<file path="config.mk">
export PLATFORM = sky130hd
export DESIGN_NAME = interval_peak_rebinner_unit_flat
export DESIGN_NICKNAME = d
export VERILOG_FILES = /design/src/design/ipr_pkg.sv /design/src/design/ipr_in_if.sv /design/src/design/ipr_out_if.sv /design/src/design/ipr_regs.sv /design/src/design/ipr_div.sv /design/src/design/ipr_dp.sv /design/src/design/ipr_ctrl.sv /design/src/design/interval_peak_rebinner_unit.sv /design/src/flat_wrapper.sv
export SDC_FILE = /design/constraint.sdc
export NUM_CORES = 1
export LEC_CHECK = 0
export ABC_AREA = 1
export BUFFER_PORTS_ARGS = -buffer_cell sky130_fd_sc_hd__buf_2
export CAP_MARGIN = 10
export CORE_MARGIN = 8
export CORE_UTILIZATION = 50
export DETAILED_ROUTE_END_ITERATION = 12
export PLACE_DENSITY = 0.69
export SYNTH_ARGS = -nofsm -noshare
export SYNTH_HDL_FRONTEND = slang
export SYNTH_SLANG_ARGS = --single-unit
</file>
<file path="constraint.sdc">
create_clock -name clk_i -period 14.5 [get_ports clk_i]
set_input_delay 3.625 -clock clk_i [delete_from_list [all_inputs] [get_ports clk_i]]
set_output_delay 3.625 -clock clk_i [all_outputs]
set_load 0.02 [all_outputs]
</file>
<file path="src/design/ipr_pkg.sv">
// ipr_pkg: shared constants, codes and controller/datapath types for the
// interval peak rebinner. No dependencies; compiled before every other file.
package ipr_pkg;

  // default widths handed to the top level parameters
  localparam int unsigned COORD_BITS_DEF = 30;
  localparam int unsigned SCORE_BITS_DEF = 16;

  // fixed field widths
  localparam int unsigned TAG_BITS  = 16;
  localparam int unsigned APB_DW    = 32;
  localparam int unsigned CFG_ADDR_BITS = 4;
  localparam int unsigned REG_IDX_BITS  = 2;

  // register indexes (byte address 4*index)
  localparam logic [REG_IDX_BITS-1:0] REG_RANGE_START = 2'd0;
  localparam logic [REG_IDX_BITS-1:0] REG_RANGE_END   = 2'd1;
  localparam logic [REG_IDX_BITS-1:0] REG_BIN_WIDTH   = 2'd2;

  // register reset values
  localparam int unsigned BIN_WIDTH_RST = 4;

  // input action codes
  localparam logic ACT_INTERVAL = 1'b0;
  localparam logic ACT_FLUSH    = 1'b1;

  // controller states
  typedef enum logic [2:0] {
    ST_IDLE,
    ST_DECODE,
    ST_CLASSIFY,
    ST_DIV_K,
    ST_AVAIL,
    ST_DIV_A,
    ST_EMIT
  } ipr_state_e;

  // what the pending result is and what follows its transfer
  typedef enum logic [1:0] {
    EK_FLUSH_BIN,
    EK_MARKER,
    EK_JUMP_OK,
    EK_JUMP_END
  } ipr_kind_e;

  // controller to datapath commands
  typedef struct packed {
    logic capture;
    logic restart;
    logic clear_peak;
    logic absorb;
    logic advance;
    logic div_start;
    logic div_sel_avail;
    logic load_jump;
    logic load_avail;
    logic zero_empt;
    logic emit;
    logic emit_marker;
    logic emit_done;
  } ipr_cmd_t;

  // datapath to controller status
  typedef struct packed {
    logic is_flush;
    logic start_past;
    logic end_le_cur;
    logic ignore;
    logic in_bin;
    logic jump_ok;
    logic div_done;
    logic div_busy;
    logic out_free;
  } ipr_sts_t;

endpackage

</file>
<file path="src/design/ipr_in_if.sv">
// ipr_in_if: valid/ready channel carrying one scored interval or a flush.
// Depends on ipr_pkg for the tag width.
interface ipr_in_if #(
  parameter int unsigned COORD_BITS = ipr_pkg::COORD_BITS_DEF,
  parameter int unsigned SCORE_BITS = ipr_pkg::SCORE_BITS_DEF
);
  logic                           valid;
  logic                           ready;
  logic                           action;
  logic [COORD_BITS-1:0]          seg_start;
  logic [COORD_BITS-1:0]          seg_end;
  logic signed [SCORE_BITS-1:0]   seg_score;
  logic [ipr_pkg::TAG_BITS-1:0]   seg_tag;

  modport source (output valid, action, seg_start, seg_end, seg_score, seg_tag,
                  input ready);
  modport sink (input valid, action, seg_start, seg_end, seg_score, seg_tag,
                output ready);
endinterface

</file>
<file path="src/design/ipr_out_if.sv">
// ipr_out_if: valid/ready channel carrying one closed bin or a run marker.
// Depends on ipr_pkg for the tag width.
interface ipr_out_if #(
  parameter int unsigned COORD_BITS = ipr_pkg::COORD_BITS_DEF,
  parameter int unsigned SCORE_BITS = ipr_pkg::SCORE_BITS_DEF
);
  logic                           valid;
  logic                           ready;
  logic [COORD_BITS-1:0]          bin_first;
  logic [COORD_BITS-1:0]          bin_last;
  logic signed [SCORE_BITS-1:0]   peak_score;
  logic [ipr_pkg::TAG_BITS-1:0]   peak_tag;
  logic                           tag_valid;
  logic [COORD_BITS-1:0]          empty_after;
  logic                           run_done;

  modport source (output valid, bin_first, bin_last, peak_score, peak_tag, tag_valid,
                  empty_after, run_done, input ready);
  modport sink (input valid, bin_first, bin_last, peak_score, peak_tag, tag_valid,
                empty_after, run_done, output ready);
endinterface

</file>
<file path="src/design/ipr_regs.sv">
// ipr_regs: APB-style configuration registers (range start, range end, bin width).
// Depends on ipr_pkg for register indexes and reset values.
module ipr_regs #(
  parameter int unsigned COORD_BITS = ipr_pkg::COORD_BITS_DEF
) (
  input  logic                               clk_i,
  input  logic                               rst_ni,
  input  logic                               psel,
  input  logic                               penable,
  input  logic                               pwrite,
  input  logic [ipr_pkg::CFG_ADDR_BITS-1:0]  paddr,
  input  logic [ipr_pkg::APB_DW-1:0]         pwdata,
  output logic [ipr_pkg::APB_DW-1:0]         prdata,
  output logic                               pready,
  output logic [COORD_BITS-1:0]              range_start_o,
  output logic [COORD_BITS-1:0]              range_end_o,
  output logic [COORD_BITS-1:0]              bin_width_o
);
  import ipr_pkg::*;

  logic [COORD_BITS-1:0]   range_start_q, range_end_q, bin_width_q;
  logic [REG_IDX_BITS-1:0] reg_idx;
  logic                    wr_en;

  assign reg_idx = paddr[CFG_ADDR_BITS-1:2];
  assign wr_en   = psel && penable && pwrite;
  assign pready  = 1'b1;

  // register writes
  always_ff @(posedge clk_i or negedge rst_ni) begin
    if (!rst_ni) begin
      range_start_q <= '0;
      range_end_q   <= '0;
      bin_width_q   <= COORD_BITS'(BIN_WIDTH_RST);
    end else if (wr_en) begin
      case (reg_idx)
        REG_RANGE_START: range_start_q <= pwdata[COORD_BITS-1:0];
        REG_RANGE_END:   range_end_q   <= pwdata[COORD_BITS-1:0];
        REG_BIN_WIDTH:   bin_width_q   <= pwdata[COORD_BITS-1:0];
        default:         ;
      endcase
    end
  end

  // read mux
  always_comb begin
    case (reg_idx)
      REG_RANGE_START: prdata = APB_DW'(range_start_q);
      REG_RANGE_END:   prdata = APB_DW'(range_end_q);
      REG_BIN_WIDTH:   prdata = APB_DW'(bin_width_q);
      default:         prdata = '0;
    endcase
  end

  assign range_start_o = range_start_q;
  assign range_end_o   = range_end_q;
  assign bin_width_o   = bin_width_q;

endmodule

</file>
<file path="src/design/ipr_div.sv">
// ipr_div: restoring divider, one quotient bit per cycle, unsigned operands.
// Standalone; used by ipr_dp for gap jumps and remaining-bin counts.
module ipr_div #(
  parameter int unsigned COORD_BITS = ipr_pkg::COORD_BITS_DEF
) (
  input  logic                  clk_i,
  input  logic                  rst_ni,
  input  logic                  start_i,
  input  logic [COORD_BITS-1:0] num_i,
  input  logic [COORD_BITS-1:0] den_i,
  output logic                  busy_o,
  output logic                  done_o,
  output logic [COORD_BITS-1:0] quo_o,
  output logic [COORD_BITS-1:0] rem_o
);
  localparam int unsigned CNT_BITS = $clog2(COORD_BITS + 1);

  logic                  busy_q, busy_d;
  logic [CNT_BITS-1:0]   cnt_q, cnt_d;
  logic [COORD_BITS-1:0] rem_q, rem_d, quo_q, quo_d, den_q, den_d;
  logic [COORD_BITS:0]   shifted, trial;

  // one trial subtraction per cycle
  always_comb begin
    shifted = {rem_q, quo_q[COORD_BITS-1]};
    trial   = shifted - {1'b0, den_q};
    busy_d  = busy_q;
    cnt_d   = cnt_q;
    rem_d   = rem_q;
    quo_d   = quo_q;
    den_d   = den_q;
    if (start_i) begin
      busy_d = 1'b1;
      cnt_d  = CNT_BITS'(COORD_BITS);
      rem_d  = '0;
      quo_d  = num_i;
      den_d  = den_i;
    end else if (busy_q) begin
      if (cnt_q == '0) begin
        busy_d = 1'b0;
      end else begin
        cnt_d = cnt_q - CNT_BITS'(1);
        if (!trial[COORD_BITS]) begin
          rem_d = trial[COORD_BITS-1:0];
        end else begin
          rem_d = shifted[COORD_BITS-1:0];
        end
        quo_d = {quo_q[COORD_BITS-2:0], !trial[COORD_BITS]};
      end
    end
  end

  always_ff @(posedge clk_i or negedge rst_ni) begin
    if (!rst_ni) begin
      busy_q <= 1'b0;
      cnt_q  <= '0;
    end else begin
      busy_q <= busy_d;
      cnt_q  <= cnt_d;
    end
  end

  always_ff @(posedge clk_i) begin
    rem_q <= rem_d;
    quo_q <= quo_d;
    den_q <= den_d;
  end

  assign busy_o = busy_q;
  assign done_o = busy_q && (cnt_q == '0);
  assign quo_o  = quo_q;
  assign rem_o  = rem_q;

endmodule

</file>
<file path="src/design/ipr_dp.sv">
// ipr_dp: datapath of the rebinner: input capture, current bin and peak,
// divider operands, empty-bin count and the output register.
// Depends on ipr_pkg and ipr_div.
module ipr_dp #(
  parameter int unsigned COORD_BITS = ipr_pkg::COORD_BITS_DEF,
  parameter int unsigned SCORE_BITS = ipr_pkg::SCORE_BITS_DEF
) (
  input  logic                             clk_i,
  input  logic                             rst_ni,
  input  ipr_pkg::ipr_cmd_t                cmd_i,
  output ipr_pkg::ipr_sts_t                sts_o,
  input  logic [COORD_BITS-1:0]            range_start_i,
  input  logic [COORD_BITS-1:0]            range_end_i,
  input  logic [COORD_BITS-1:0]            bin_width_i,
  input  logic                             action_i,
  input  logic [COORD_BITS-1:0]            seg_start_i,
  input  logic [COORD_BITS-1:0]            seg_end_i,
  input  logic signed [SCORE_BITS-1:0]     seg_score_i,
  input  logic [ipr_pkg::TAG_BITS-1:0]     seg_tag_i,
  input  logic                             out_ready_i,
  output logic                             out_valid_o,
  output logic [COORD_BITS-1:0]            bin_first_o,
  output logic [COORD_BITS-1:0]            bin_last_o,
  output logic signed [SCORE_BITS-1:0]     peak_score_o,
  output logic [ipr_pkg::TAG_BITS-1:0]     peak_tag_o,
  output logic                             tag_valid_o,
  output logic [COORD_BITS-1:0]            empty_after_o,
  output logic                             run_done_o
);
  import ipr_pkg::*;

  // captured item
  logic                         act_q;
  logic [COORD_BITS-1:0]        s_q, e_q;
  logic signed [SCORE_BITS-1:0] score_q;
  logic [TAG_BITS-1:0]          tag_q;

  // bin state
  logic [COORD_BITS-1:0]        cur_q, nxt_q, empt_q;
  logic signed [SCORE_BITS-1:0] best_score_q;
  logic [TAG_BITS-1:0]          best_tag_q;
  logic                         tag_held_q;

  // output register
  logic                         out_valid_q;
  logic [COORD_BITS-1:0]        first_q, last_q, empty_q;
  logic signed [SCORE_BITS-1:0] pscore_q;
  logic [TAG_BITS-1:0]          ptag_q;
  logic                         tvalid_q, done_q;

  logic [COORD_BITS-1:0]        weff, last, div_num, quo, rem, jump_start;
  logic [COORD_BITS:0]          last_sum;
  logic [SCORE_BITS-1:0]        mag_new, mag_best;
  logic                         div_busy, div_done, out_free;

  // effective width and inclusive bin end, saturated
  assign weff     = (bin_width_i == '0) ? COORD_BITS'(1) : bin_width_i;
  assign last_sum = {1'b0, cur_q} + {1'b0, weff} - (COORD_BITS+1)'(1);
  assign last     = last_sum[COORD_BITS] ? '1 : last_sum[COORD_BITS-1:0];

  // magnitudes; the most negative score maps to its exact unsigned value
  assign mag_new  = score_q[SCORE_BITS-1] ? SCORE_BITS'(-score_q) : SCORE_BITS'(score_q);
  assign mag_best = best_score_q[SCORE_BITS-1] ? SCORE_BITS'(-best_score_q)
                                               : SCORE_BITS'(best_score_q);

  // divider operands: gap distance or bins left before range end
  assign div_num = cmd_i.div_sel_avail ? (range_end_i - COORD_BITS'(1) - cur_q)
                                       : (s_q - cur_q);

  ipr_div #(.COORD_BITS(COORD_BITS)) u_div (
    .clk_i   (clk_i),
    .rst_ni  (rst_ni),
    .start_i (cmd_i.div_start),
    .num_i   (div_num),
    .den_i   (weff),
    .busy_o  (div_busy),
    .done_o  (div_done),
    .quo_o   (quo),
    .rem_o   (rem)
  );

  assign jump_start = s_q - rem;
  assign out_free   = !out_valid_q || out_ready_i;

  // status to the controller
  always_comb begin
    sts_o.is_flush   = (act_q == ACT_FLUSH);
    sts_o.start_past = (range_start_i >= range_end_i);
    sts_o.end_le_cur = (range_end_i <= cur_q);
    sts_o.ignore     = (e_q < cur_q);
    sts_o.in_bin     = (s_q <= last);
    sts_o.jump_ok    = (range_end_i > cur_q) && (jump_start < range_end_i);
    sts_o.div_done   = div_done;
    sts_o.div_busy   = div_busy;
    sts_o.out_free   = out_free;
  end

  // input capture; a reversed interval collapses to its start
  always_ff @(posedge clk_i) begin
    if (cmd_i.capture) begin
      act_q   <= action_i;
      s_q     <= seg_start_i;
      e_q     <= (seg_end_i < seg_start_i) ? seg_start_i : seg_end_i;
      score_q <= seg_score_i;
      tag_q   <= seg_tag_i;
    end
  end

  // current bin and held peak
  always_ff @(posedge clk_i or negedge rst_ni) begin
    if (!rst_ni) begin
      cur_q        <= '0;
      best_score_q <= '0;
      best_tag_q   <= '0;
      tag_held_q   <= 1'b0;
    end else begin
      if (cmd_i.restart) begin
        cur_q <= range_start_i;
      end else if (cmd_i.advance) begin
        cur_q <= nxt_q;
      end
      if (cmd_i.restart || cmd_i.clear_peak) begin
        best_score_q <= '0;
        best_tag_q   <= '0;
        tag_held_q   <= 1'b0;
      end else if (cmd_i.advance) begin
        best_score_q <= score_q;
        best_tag_q   <= tag_q;
        tag_held_q   <= 1'b1;
      end else if (cmd_i.absorb) begin
        tag_held_q <= 1'b1;
        if (mag_new > mag_best) begin
          best_score_q <= score_q;
          best_tag_q   <= tag_q;
        end else if (!tag_held_q) begin
          best_tag_q <= tag_q;
        end
      end
    end
  end

  // jump target and empty-bin count
  always_ff @(posedge clk_i) begin
    if (cmd_i.load_jump) begin
      empt_q <= quo - COORD_BITS'(1);
      nxt_q  <= jump_start;
    end else if (cmd_i.load_avail) begin
      empt_q <= quo;
    end else if (cmd_i.zero_empt) begin
      empt_q <= '0;
    end
  end

  // output register
  always_ff @(posedge clk_i or negedge rst_ni) begin
    if (!rst_ni) begin
      out_valid_q <= 1'b0;
    end else if (cmd_i.emit) begin
      out_valid_q <= 1'b1;
    end else if (out_ready_i) begin
      out_valid_q <= 1'b0;
    end
  end

  always_ff @(posedge clk_i) begin
    if (cmd_i.emit) begin
      done_q <= cmd_i.emit_done;
      if (cmd_i.emit_marker) begin
        first_q  <= '0;
        last_q   <= '0;
        pscore_q <= '0;
        ptag_q   <= '0;
        tvalid_q <= 1'b0;
        empty_q  <= '0;
      end else begin
        first_q  <= cur_q;
        last_q   <= last;
        pscore_q <= tag_held_q ? best_score_q : '0;
        ptag_q   <= tag_held_q ? best_tag_q : '0;
        tvalid_q <= tag_held_q;
        empty_q  <= empt_q;
      end
    end
  end

  assign out_valid_o   = out_valid_q;
  assign bin_first_o   = first_q;
  assign bin_last_o    = last_q;
  assign peak_score_o  = pscore_q;
  assign peak_tag_o    = ptag_q;
  assign tag_valid_o   = tvalid_q;
  assign empty_after_o = empty_q;
  assign run_done_o    = done_q;

endmodule

</file>
<file path="src/design/ipr_ctrl.sv">
// ipr_ctrl: controller state machine of the rebinner; owns run state
// (bin open, past end) and sequences the datapath. Depends on ipr_pkg.
module ipr_ctrl (
  input  logic              clk_i,
  input  logic              rst_ni,
  input  logic              in_valid_i,
  output logic              in_ready_o,
  input  ipr_pkg::ipr_sts_t sts_i,
  output ipr_pkg::ipr_cmd_t cmd_o
);
  import ipr_pkg::*;

  ipr_state_e state_q, state_d;
  ipr_kind_e  kind_q, kind_d;
  logic       bin_open_q, bin_open_d;
  logic       past_end_q, past_end_d;

  // state register
  always_ff @(posedge clk_i or negedge rst_ni) begin
    if (!rst_ni) begin
      state_q    <= ST_IDLE;
      kind_q     <= EK_MARKER;
      bin_open_q <= 1'b0;
      past_end_q <= 1'b0;
    end else begin
      state_q    <= state_d;
      kind_q     <= kind_d;
      bin_open_q <= bin_open_d;
      past_end_q <= past_end_d;
    end
  end

  // next state and commands
  always_comb begin
    state_d    = state_q;
    kind_d     = kind_q;
    bin_open_d = bin_open_q;
    past_end_d = past_end_q;
    cmd_o      = '0;
    in_ready_o = 1'b0;
    case (state_q)
      ST_IDLE: begin
        in_ready_o = 1'b1;
        if (in_valid_i) begin
          cmd_o.capture = 1'b1;
          state_d       = ST_DECODE;
        end
      end
      ST_DECODE: begin
        if (sts_i.is_flush) begin
          if (bin_open_q) begin
            kind_d  = EK_FLUSH_BIN;
            state_d = ST_AVAIL;
          end else begin
            kind_d  = EK_MARKER;
            state_d = ST_EMIT;
          end
        end else if (past_end_q) begin
          state_d = ST_IDLE;
        end else if (!bin_open_q) begin
          // new run opens its first bin at range start
          cmd_o.restart = 1'b1;
          if (sts_i.start_past) begin
            past_end_d = 1'b1;
            state_d    = ST_IDLE;
          end else begin
            bin_open_d = 1'b1;
            state_d    = ST_CLASSIFY;
          end
        end else begin
          state_d = ST_CLASSIFY;
        end
      end
      ST_CLASSIFY: begin
        if (sts_i.ignore) begin
          state_d = ST_IDLE;
        end else if (sts_i.in_bin) begin
          cmd_o.absorb = 1'b1;
          state_d      = ST_IDLE;
        end else begin
          cmd_o.div_start = 1'b1;
          state_d         = ST_DIV_K;
        end
      end
      ST_DIV_K: begin
        // gap distance in bins is ready
        if (sts_i.div_done) begin
          if (sts_i.jump_ok) begin
            cmd_o.load_jump = 1'b1;
            kind_d          = EK_JUMP_OK;
            state_d         = ST_EMIT;
          end else begin
            kind_d  = EK_JUMP_END;
            state_d = ST_AVAIL;
          end
        end
      end
      ST_AVAIL: begin
        if (sts_i.end_le_cur) begin
          cmd_o.zero_empt = 1'b1;
          state_d         = ST_EMIT;
        end else begin
          cmd_o.div_start     = 1'b1;
          cmd_o.div_sel_avail = 1'b1;
          state_d             = ST_DIV_A;
        end
      end
      ST_DIV_A: begin
        cmd_o.div_sel_avail = 1'b1;
        if (sts_i.div_done) begin
          cmd_o.load_avail = 1'b1;
          state_d          = ST_EMIT;
        end
      end
      ST_EMIT: begin
        if (sts_i.out_free) begin
          cmd_o.emit = 1'b1;
          state_d    = ST_IDLE;
          case (kind_q)
            EK_FLUSH_BIN, EK_MARKER: begin
              cmd_o.emit_done   = 1'b1;
              cmd_o.emit_marker = (kind_q == EK_MARKER);
              cmd_o.restart     = 1'b1;
              bin_open_d        = 1'b0;
              past_end_d        = 1'b0;
            end
            EK_JUMP_OK: begin
              cmd_o.advance = 1'b1;
            end
            EK_JUMP_END: begin
              cmd_o.clear_peak = 1'b1;
              bin_open_d       = 1'b0;
              past_end_d       = 1'b1;
            end
            default: ;
          endcase
        end
      end
      default: begin
        state_d = ST_IDLE;
      end
    endcase
  end

endmodule

</file>
<file path="src/design/interval_peak_rebinner_unit.sv">
// interval_peak_rebinner_unit: top level of the peak-hold rebinner.
// Depends on ipr_pkg, ipr_in_if, ipr_out_if, ipr_regs, ipr_ctrl and ipr_dp.
//
// Takes scored intervals sorted by start and folds them into fixed-width,
// non-overlapping bins starting at range_start; each closed bin reports the
// largest-magnitude score and its tag plus a count of empty bins behind it,
// and a flush closes the run. Items are handled one at a time: an interval
// that is ignored or lands in the open bin passes through decode and
// classify only, and one that arrives after the run went past range_end
// only through decode. One that jumps past the open bin runs the serial
// divider once, and twice when the jump crosses range_end while the open
// bin still lies below it. A flush with a bin open also runs the divider
// once; a flush with no bin open does not run it. The divider works one
// quotient bit per cycle.
// A result waits in the output register while the next item is taken; the
// block stalls only when it must load a new result into a still-full output
// register.
module interval_peak_rebinner_unit #(
  parameter int unsigned COORD_BITS = ipr_pkg::COORD_BITS_DEF,
  parameter int unsigned SCORE_BITS = ipr_pkg::SCORE_BITS_DEF
) (
  input  logic                               clk_i,
  input  logic                               rst_ni,
  ipr_in_if.sink                             seg_i,
  ipr_out_if.source                          bin_o,
  input  logic                               psel,
  input  logic                               penable,
  input  logic                               pwrite,
  input  logic [ipr_pkg::CFG_ADDR_BITS-1:0]  paddr,
  input  logic [ipr_pkg::APB_DW-1:0]         pwdata,
  output logic [ipr_pkg::APB_DW-1:0]         prdata,
  output logic                               pready
);
  import ipr_pkg::*;

  logic [COORD_BITS-1:0] range_start, range_end, bin_width;
  ipr_cmd_t              cmd;
  ipr_sts_t              sts;
  logic                  in_ready;

  // configuration registers
  ipr_regs #(.COORD_BITS(COORD_BITS)) u_regs (
    .clk_i         (clk_i),
    .rst_ni        (rst_ni),
    .psel          (psel),
    .penable       (penable),
    .pwrite        (pwrite),
    .paddr         (paddr),
    .pwdata        (pwdata),
    .prdata        (prdata),
    .pready        (pready),
    .range_start_o (range_start),
    .range_end_o   (range_end),
    .bin_width_o   (bin_width)
  );

  // sequencer
  ipr_ctrl u_ctrl (
    .clk_i      (clk_i),
    .rst_ni     (rst_ni),
    .in_valid_i (seg_i.valid),
    .in_ready_o (in_ready),
    .sts_i      (sts),
    .cmd_o      (cmd)
  );

  assign seg_i.ready = in_ready;

  // datapath
  ipr_dp #(.COORD_BITS(COORD_BITS), .SCORE_BITS(SCORE_BITS)) u_dp (
    .clk_i         (clk_i),
    .rst_ni        (rst_ni),
    .cmd_i         (cmd),
    .sts_o         (sts),
    .range_start_i (range_start),
    .range_end_i   (range_end),
    .bin_width_i   (bin_width),
    .action_i      (seg_i.action),
    .seg_start_i   (seg_i.seg_start),
    .seg_end_i     (seg_i.seg_end),
    .seg_score_i   (seg_i.seg_score),
    .seg_tag_i     (seg_i.seg_tag),
    .out_ready_i   (bin_o.ready),
    .out_valid_o   (bin_o.valid),
    .bin_first_o   (bin_o.bin_first),
    .bin_last_o    (bin_o.bin_last),
    .peak_score_o  (bin_o.peak_score),
    .peak_tag_o    (bin_o.peak_tag),
    .tag_valid_o   (bin_o.tag_valid),
    .empty_after_o (bin_o.empty_after),
    .run_done_o    (bin_o.run_done)
  );

`ifndef SYNTH
  // no new item while the divider works
  a_ready_vs_div: assert property (@(posedge clk_i) disable iff (!rst_ni)
    sts.div_busy |-> !in_ready)
    else $error("input ready while divider busy");

  // divider never restarted mid-division
  a_div_start_idle: assert property (@(posedge clk_i) disable iff (!rst_ni)
    cmd.div_start |-> !sts.div_busy)
    else $error("divider started while busy");

  // a result is loaded only into a free output register
  a_emit_free: assert property (@(posedge clk_i) disable iff (!rst_ni)
    cmd.emit |-> sts.out_free)
    else $error("result overwrote a pending transfer");

  // a touched bin never ends before it starts
  a_bin_order: assert property (@(posedge clk_i) disable iff (!rst_ni)
    (bin_o.valid && bin_o.tag_valid) |-> (bin_o.bin_last >= bin_o.bin_first))
    else $error("bin end below bin start");
`endif

endmodule
</file>
<file path="src/flat_wrapper.sv">
// flat-port wrapper written by rule: the top's interface ports become plain ports
module interval_peak_rebinner_unit_flat import ipr_pkg::*;
#(
  parameter int unsigned COORD_BITS = ipr_pkg::COORD_BITS_DEF,
  parameter int unsigned SCORE_BITS = ipr_pkg::SCORE_BITS_DEF
)
  (clk_i, rst_ni, psel, penable, pwrite, paddr, pwdata, prdata, pready, seg_i_valid, seg_i_action, seg_i_seg_start, seg_i_seg_end, seg_i_seg_score, seg_i_seg_tag, seg_i_ready, bin_o_valid, bin_o_bin_first, bin_o_bin_last, bin_o_peak_score, bin_o_peak_tag, bin_o_tag_valid, bin_o_empty_after, bin_o_run_done, bin_o_ready);
  ipr_in_if #(.COORD_BITS(COORD_BITS), .SCORE_BITS(SCORE_BITS)) seg_i_i ();
  ipr_out_if #(.COORD_BITS(COORD_BITS), .SCORE_BITS(SCORE_BITS)) bin_o_i ();
  input  logic clk_i;
  input  logic rst_ni;
  input  logic psel;
  input  logic penable;
  input  logic pwrite;
  input  logic [ipr_pkg::CFG_ADDR_BITS-1:0] paddr;
  input  logic [ipr_pkg::APB_DW-1:0] pwdata;
  output logic [ipr_pkg::APB_DW-1:0] prdata;
  output logic pready;
  input wire logic [$bits(seg_i_i.valid)-1:0] seg_i_valid;
  input wire logic [$bits(seg_i_i.action)-1:0] seg_i_action;
  input wire logic [$bits(seg_i_i.seg_start)-1:0] seg_i_seg_start;
  input wire logic [$bits(seg_i_i.seg_end)-1:0] seg_i_seg_end;
  input wire logic [$bits(seg_i_i.seg_score)-1:0] seg_i_seg_score;
  input wire logic [$bits(seg_i_i.seg_tag)-1:0] seg_i_seg_tag;
  output wire logic [$bits(seg_i_i.ready)-1:0] seg_i_ready;
  output wire logic [$bits(bin_o_i.valid)-1:0] bin_o_valid;
  output wire logic [$bits(bin_o_i.bin_first)-1:0] bin_o_bin_first;
  output wire logic [$bits(bin_o_i.bin_last)-1:0] bin_o_bin_last;
  output wire logic [$bits(bin_o_i.peak_score)-1:0] bin_o_peak_score;
  output wire logic [$bits(bin_o_i.peak_tag)-1:0] bin_o_peak_tag;
  output wire logic [$bits(bin_o_i.tag_valid)-1:0] bin_o_tag_valid;
  output wire logic [$bits(bin_o_i.empty_after)-1:0] bin_o_empty_after;
  output wire logic [$bits(bin_o_i.run_done)-1:0] bin_o_run_done;
  input wire logic [$bits(bin_o_i.ready)-1:0] bin_o_ready;
  assign seg_i_i.valid = seg_i_valid;
  assign seg_i_i.action = seg_i_action;
  assign seg_i_i.seg_start = seg_i_seg_start;
  assign seg_i_i.seg_end = seg_i_seg_end;
  assign seg_i_i.seg_score = seg_i_seg_score;
  assign seg_i_i.seg_tag = seg_i_seg_tag;
  assign seg_i_ready = seg_i_i.ready;
  assign bin_o_valid = bin_o_i.valid;
  assign bin_o_bin_first = bin_o_i.bin_first;
  assign bin_o_bin_last = bin_o_i.bin_last;
  assign bin_o_peak_score = bin_o_i.peak_score;
  assign bin_o_peak_tag = bin_o_i.peak_tag;
  assign bin_o_tag_valid = bin_o_i.tag_valid;
  assign bin_o_empty_after = bin_o_i.empty_after;
  assign bin_o_run_done = bin_o_i.run_done;
  assign bin_o_i.ready = bin_o_ready;
  interval_peak_rebinner_unit #(.COORD_BITS(COORD_BITS), .SCORE_BITS(SCORE_BITS)) u_core (.clk_i(clk_i), .rst_ni(rst_ni), .seg_i(seg_i_i), .bin_o(bin_o_i), .psel(psel), .penable(penable), .pwrite(pwrite), .paddr(paddr), .pwdata(pwdata), .prdata(prdata), .pready(pready));
endmodule
</file>
==> results of run 1 <==
## routing by layer
| metal | share of wire (%) | track usage [%] |
|---|---|---|
| met1 | 41 | 37.49 |
| met2 | 45 | 47.71 |
| met3 | 7.6 | 4.135 |
| met4 | 6.3 | 15.81 |
| met5 | 0.023 | 0 |
## kinds of logic after synthesis
kind of cell    share of synthesized area [%]
compound gates                          12.65
simple gates                            21.16
other cells                           0.02109
xor+xnor                                3.492
flops                                   41.84
fa+ha+maj                               12.44
buf+inv                                 8.403
## cell type report
class	instances	area, um^2
well taps	950	1189
multi-input cells	3133	17750
clock inverters	34	446.7
clock buffers	76	1579
flip-flops and latches	534	14900
diodes	5	12.51
repair buffers	308	1600
fillers	6595	31100
inverters	640	2407
## state kept, by name, indices dropped and copies added (netlist names), 30 cells and up
signal                       cells
u_core.u_dp.bin_first_o         30
u_core.u_dp.bin_last_o          30
u_core.u_dp.cur_q               30
u_core.u_dp.e_q                 30
u_core.u_dp.empt_q              30
u_core.u_dp.empty_after_o       30
u_core.u_dp.nxt_q               30
u_core.u_dp.s_q                 30
u_core.u_dp.u_div.den_q         30
u_core.u_dp.u_div.quo_o         30
u_core.u_dp.u_div.rem_o         30
u_core.u_regs.bin_width_o       30
u_core.u_regs.range_end_o       30
u_core.u_regs.range_start_o     30
## per-stage QoR
stage	hold slack [ns]	cell area [um^2]	setup slack, ns
6_report	0.4764	39890	5.774
5_1_grt	0.4937	39880	5.353
4_1_cts	0.4752	39880	5.836
3_5_place_dp	0.4587	37850	5.842
3_3_place_gp	0.4516	37850	5.834
2_1_floorplan	0.4470	35620	6.433
## synthesized netlist by cell type, types with 6 or more instances
library cell | n | area, um^2
a21boi_0 | 7 | 52.55
a21o_1 | 20 | 150.1
a21oi_1 | 271 | 1356
a22oi_1 | 30 | 225.2
a31oi_1 | 9 | 56.30
buf_1 | 7 | 26.28
buf_2 | 27 | 135.1
buf_4 | 7 | 52.55
buf_6 | 6 | 67.56
clkbuf_1 | 81 | 304.0
dfrtp_1 | 165 | 4129
dfxtp_1 | 30 | 600.6
edfxtp_1 | 337 | 10120
ha_1 | 346 | 4329
inv_1 | 637 | 2391
nand2_1 | 1063 | 3990
nand2_2 | 11 | 68.82
nand3_1 | 188 | 940.9
nand3b_1 | 7 | 52.55
nand4_1 | 47 | 294.0
nor2_1 | 413 | 1550
nor2_2 | 6 | 37.54
nor3_1 | 54 | 270.3
nor4_1 | 21 | 131.4
o211ai_1 | 19 | 142.6
o21a_1 | 17 | 127.6
o21ai_0 | 338 | 1692
o21ai_1 | 17 | 85.08
o21bai_1 | 15 | 112.6
o221ai_1 | 33 | 289.0
o22ai_1 | 11 | 68.82
xnor2_1 | 51 | 446.7
xor2_1 | 91 | 797.0
## critical path: cells and delay by family (launching register included)
kind            cells  cell delay [ns]
simple gates       20             3.05
compound gates      4             1.92
buf+inv             4             1.89
fa+ha+maj           4             0.93
flops               1             0.43
## worst min path at each step
stage | to | slack (ns) | depth (start not counted)
floorplan | u_core.u_dp.u_div.rem_o[1] | 0.45 | 2
global placement | u_core.u_dp.u_div.den_q[3] | 0.45 | 0
detailed placement | u_core.u_dp.u_div.den_q[3] | 0.46 | 0
CTS | u_core.u_dp.u_div.den_q[3] | 0.48 | 0
global route | u_core.u_dp.u_div.rem_o[28] | 0.49 | 2
finish | u_core.u_dp.u_div.den_q[3] | 0.48 | 0
## power breakdown
part	switching, mW	internal, mW	leakage [nW]	total (mW)
clock	0.653	0.901	0.968	1.55
combinational	4.12	2.02	12.3	6.14
sequential	0.351	2.22	5.50	2.57
==> out/metrics.csv, run 1 <==
metric;value;unit
yosys_register_bits;534;
post_cts_buffers;0;
start_util;50.17;%
max_slew_margin;21.00;%
ant_nets;0;
gr-total-overflow;0;
reg2reg_depth;32;
yosysSeqAreaShare;41.84;%
syn_inst;4435;
cp_slowest_cell;inv_1;
drt-initial-drc-count;2891;
rows;98;
r2r_end;u_core.u_dp.u_div.quo_o[4];
drc;0;
finalCriticalPeriod;8.726;ns
async_flop_share;31.27;%
coreArea;71000;um^2
final_cell_mix;1059 x nand2_1, 636 x inv_1, 411 x nor2_1;
grt_pass1_vias;29750;
die_w;282.9;um
dr.pass1.iters;6;
clkSinkCount;534;
status;finished, final reports clean;
io_buffers;287;
post-route-period-util;60.18;%
holdBufCountCts;0;
rrSetupSlack;5.77;ns
synth_cell_types;60;
grt_max_degree;77;
p_leak;18.78;nW
arrival;8.94;ns
vdd_drop_max;0.0001334;V
path_clk_slew;0.06;ns
cts_max_level;2;
syn_area_per_cell;8.031;um^2
cts_tree;built;
synth_warnings;0;
synth_flop_cell;edfxtp_1;
critPathRequiredTime;14.71;ns
fp.dieArea;80030;um^2
clock_skew;0.07902;ns
utilization;56.19;%
instances_no_fill;5680;
end_kind;flop;
hold_viol_final;0;
area_delta_synth_final;12.00;%
fmax;114.6;MHz
netlist_area;35620;um^2
cts-resized-gates;0;
power.density;257.3;nW/um^2
reg2reg_from;u_core.u_regs.bin_width_o[26];
dp.cells;5565;
routed_via_density;5.532;
critPathMaxStageDelay;0.92;ns
cts_inserted_buffers;58;
start_kind;flop;
fin_setup_tns;0;ns
tightest_slew;1.184;ns
rsz0062_at_grt;no;
grt_pass1_wl;177200;um
cp_max_fo;76;
maxSlewViolCount;0;
clock_latency;0.67;ns
cap_violations;0;
criticalPathCategory;flop to flop;
clock-root-buffer;clkbuf_16;
post-dp-hpwl;93990;um
min-delay-start;u_core.u_regs.bin_width_o[3];
wl;119700;um
die_height;282.9;um
layout_commonest_cell;nand2_1;
fin_nets;5162;
setup_viol;0;
drive_above_1_share;9.524;%
crit_path_end;u_core.u_dp.u_div.quo_o[4];
clockBufferDepth;3;
synth_edf_count;337;
track_usage;29.24;%
vias;31420;
cp_common_cell;nand2_1;
place_congestion;1.011;
ios;295;
power;10.26;mW
grt_antenna_before_repair;8;
crit_start;u_core.u_regs.bin_width_o[26];
holdCritPathClass;flop to flop;
wl_per_cell;21.07;um
Power figures use the tool's default switching activity.
==> run 2, diff against run 1 <==
--- a/config.mk
+++ b/config.mk
@@ -11,7 +11,7 @@
 export CORE_MARGIN = 8
 export CORE_UTILIZATION = 50
 export DETAILED_ROUTE_END_ITERATION = 12
-export PLACE_DENSITY = 0.69
+export PLACE_DENSITY = 0.71
 export SYNTH_ARGS = -nofsm -noshare
 export SYNTH_HDL_FRONTEND = slang
 export SYNTH_SLANG_ARGS = --single-unit
==> constraint.sdc (replaced) <==
create_clock -name clk_i -period 7.7 [get_ports clk_i]
set_input_delay 1.925 -clock clk_i [delete_from_list [all_inputs] [get_ports clk_i]]
set_output_delay 1.925 -clock clk_i [all_outputs]
set_load 0.02 [all_outputs]
==> run 2 against run 1 <==
Against the previous run: total power is 89% higher; register-to-register slack worse by 5.2 ns; critical path type unchanged; combinational power grew 91%; global-route usage grew 0.19 points; setup slack got worse by 5.2 ns; cell count increased by 0.39%.
==> out/metrics.csv, run 2 (synthesized netlist as in run 1, its figures left out) <==
metric;value;unit
clockBufferDepth;3;
area_delta_synth_final;12.47;%
start_util;50.17;%
cp_common_cell;nand2_1;
cts_tree;built;
post_cts_buffers;0;
cts_inserted_buffers;59;
instances_no_fill;5702;
track_usage;29.43;%
fp.dieArea;80030;um^2
grt_max_degree;87;
clkSinkCount;534;
crit_buf_inv;4;
holdCritPathClass;flop to flop;
vdd_drop_max;0.0002503;V
post-route-period-util;92.76;%
cap_violations;0;
maxSlewViolCount;0;
grt_pass1_wl;178200;um
fin_nets;5187;
power.density;485.2;nW/um^2
clock_latency;0.68;ns
place_congestion;1.027;
die_w;282.9;um
vias;31490;
path_clk_slew;0.07;ns
cts_max_level;2;
grt_antenna_before_repair;4;
wl_per_cell;21.10;um
final_cell_mix;1059 x nand2_1, 636 x inv_1, 411 x nor2_1;
fmax;140.0;MHz
ant_nets;0;
cts-resized-gates;0;
dp_slack;0.6973;ns
gr-total-overflow;0;
p_leak;18.89;nW
drc;0;
wl;120300;um
fin_setup_tns;0;ns
status;finished, final reports clean;
ios;295;
critPathRequiredTime;8.01;ns
cp_max_fo;22;
holdBufCountCts;0;
dr.pass1.iters;6;
layout_commonest_cell;nand2_1;
routed_via_density;5.523;
post-dp-hpwl;95780;um
rows;98;
start_kind;flop;
max_slew_margin;17.99;%
critPathMaxStageDelay;0.69;ns
cp_slowest_cell;o21ai_0;
drt-initial-drc-count;2782;
hold_viol_final;0;
finalCriticalPeriod;7.143;ns
arrival;7.45;ns
clock_skew;0.07336;ns
rsz0062_at_grt;no;
drive_above_1_share;9.918;%
critical_path.top_delay_family;simple AND/OR/NAND/NOR gates;
clock-root-buffer;clkbuf_16;
die_height;282.9;um
grt_pass1_vias;30160;
io_buffers;287;
setup_viol;0;
coreArea;71000;um^2
end_kind;flop;
tightest_slew;1.229;ns
criticalPathCategory;flop to flop;
dp.cells;5589;
setup_slack;0.5574;ns
-- run 2: worst paths after layout --
check	from	end	slack (ns)	cells after the start
worst max-delay path	u_core.u_regs.bin_width_o[27]	u_core.u_dp.u_div.den_q[3]	0.56	31
worst min-delay path	u_core.u_dp.u_div.rem_o[12]	u_core.u_dp.u_div.rem_o[12]	0.48	2
worst max register to register	u_core.u_regs.bin_width_o[27]	u_core.u_dp.u_div.den_q[3]	0.56	31
worst min register to register	u_core.u_dp.u_div.rem_o[12]	u_core.u_dp.u_div.rem_o[12]	0.48	2
max in group asynchronous	rst_ni	u_core.u_dp.best_score_q[14]	5.15	2
min in group asynchronous	rst_ni	u_core.u_regs.range_start_o[6]	1.31	1
-- run 2: layout make-up --
type                            count  area (um^2)
Fill cell                        6567        30940
Tap cell                          950         1189
Multi-Input combinational cell   3133        17750
Clock buffer                       82         1623
Timing Repair Buffer              332         1805
Clock inverter                     28        372.9
Inverter                          640         2407
Antenna cell                        3        7.507
Sequential cell                   534        14900
-- run 2: report_power, final --
group	internal (mW)	switching, mW	total, mW
combinational	3.88	7.81	11.7
clock	1.68	1.23	2.91
sequential	4.18	0.667	4.84
total	9.74	9.70	19.4
-- run 2: stage by stage --
stage / utilization, % / hold slack (ns) / power [mW] / area [um^2]
detailed placement: 53.60 / 0.4626 / 16.35 / 38050
floorplan: - / 0.4470 / 12.93 / 35620
global route: 56.41 / 0.4896 / 21.05 / 40050
finish: 56.42 / 0.4755 / 19.44 / 40060
global placement: 53.60 / 0.4530 / 16.17 / 38050
CTS: 56.41 / 0.4737 / 19.33 / 40050
-- run 2: per-layer routing --
layer	wire length, um	vias up	track usage (%)
met5	16	-	0
met4	8407	2	17.40
met3	8948	280	4.464
met2	54880	1214	48.24
met1	48080	14740	36.77
li1	-	15260	-
-- run 2: tightest hold or removal path, cell delays in order (launching register included) --
cell,delay (ns)
dfxtp_1,0.33
nand2_1,0.07
nand2_1,0.04
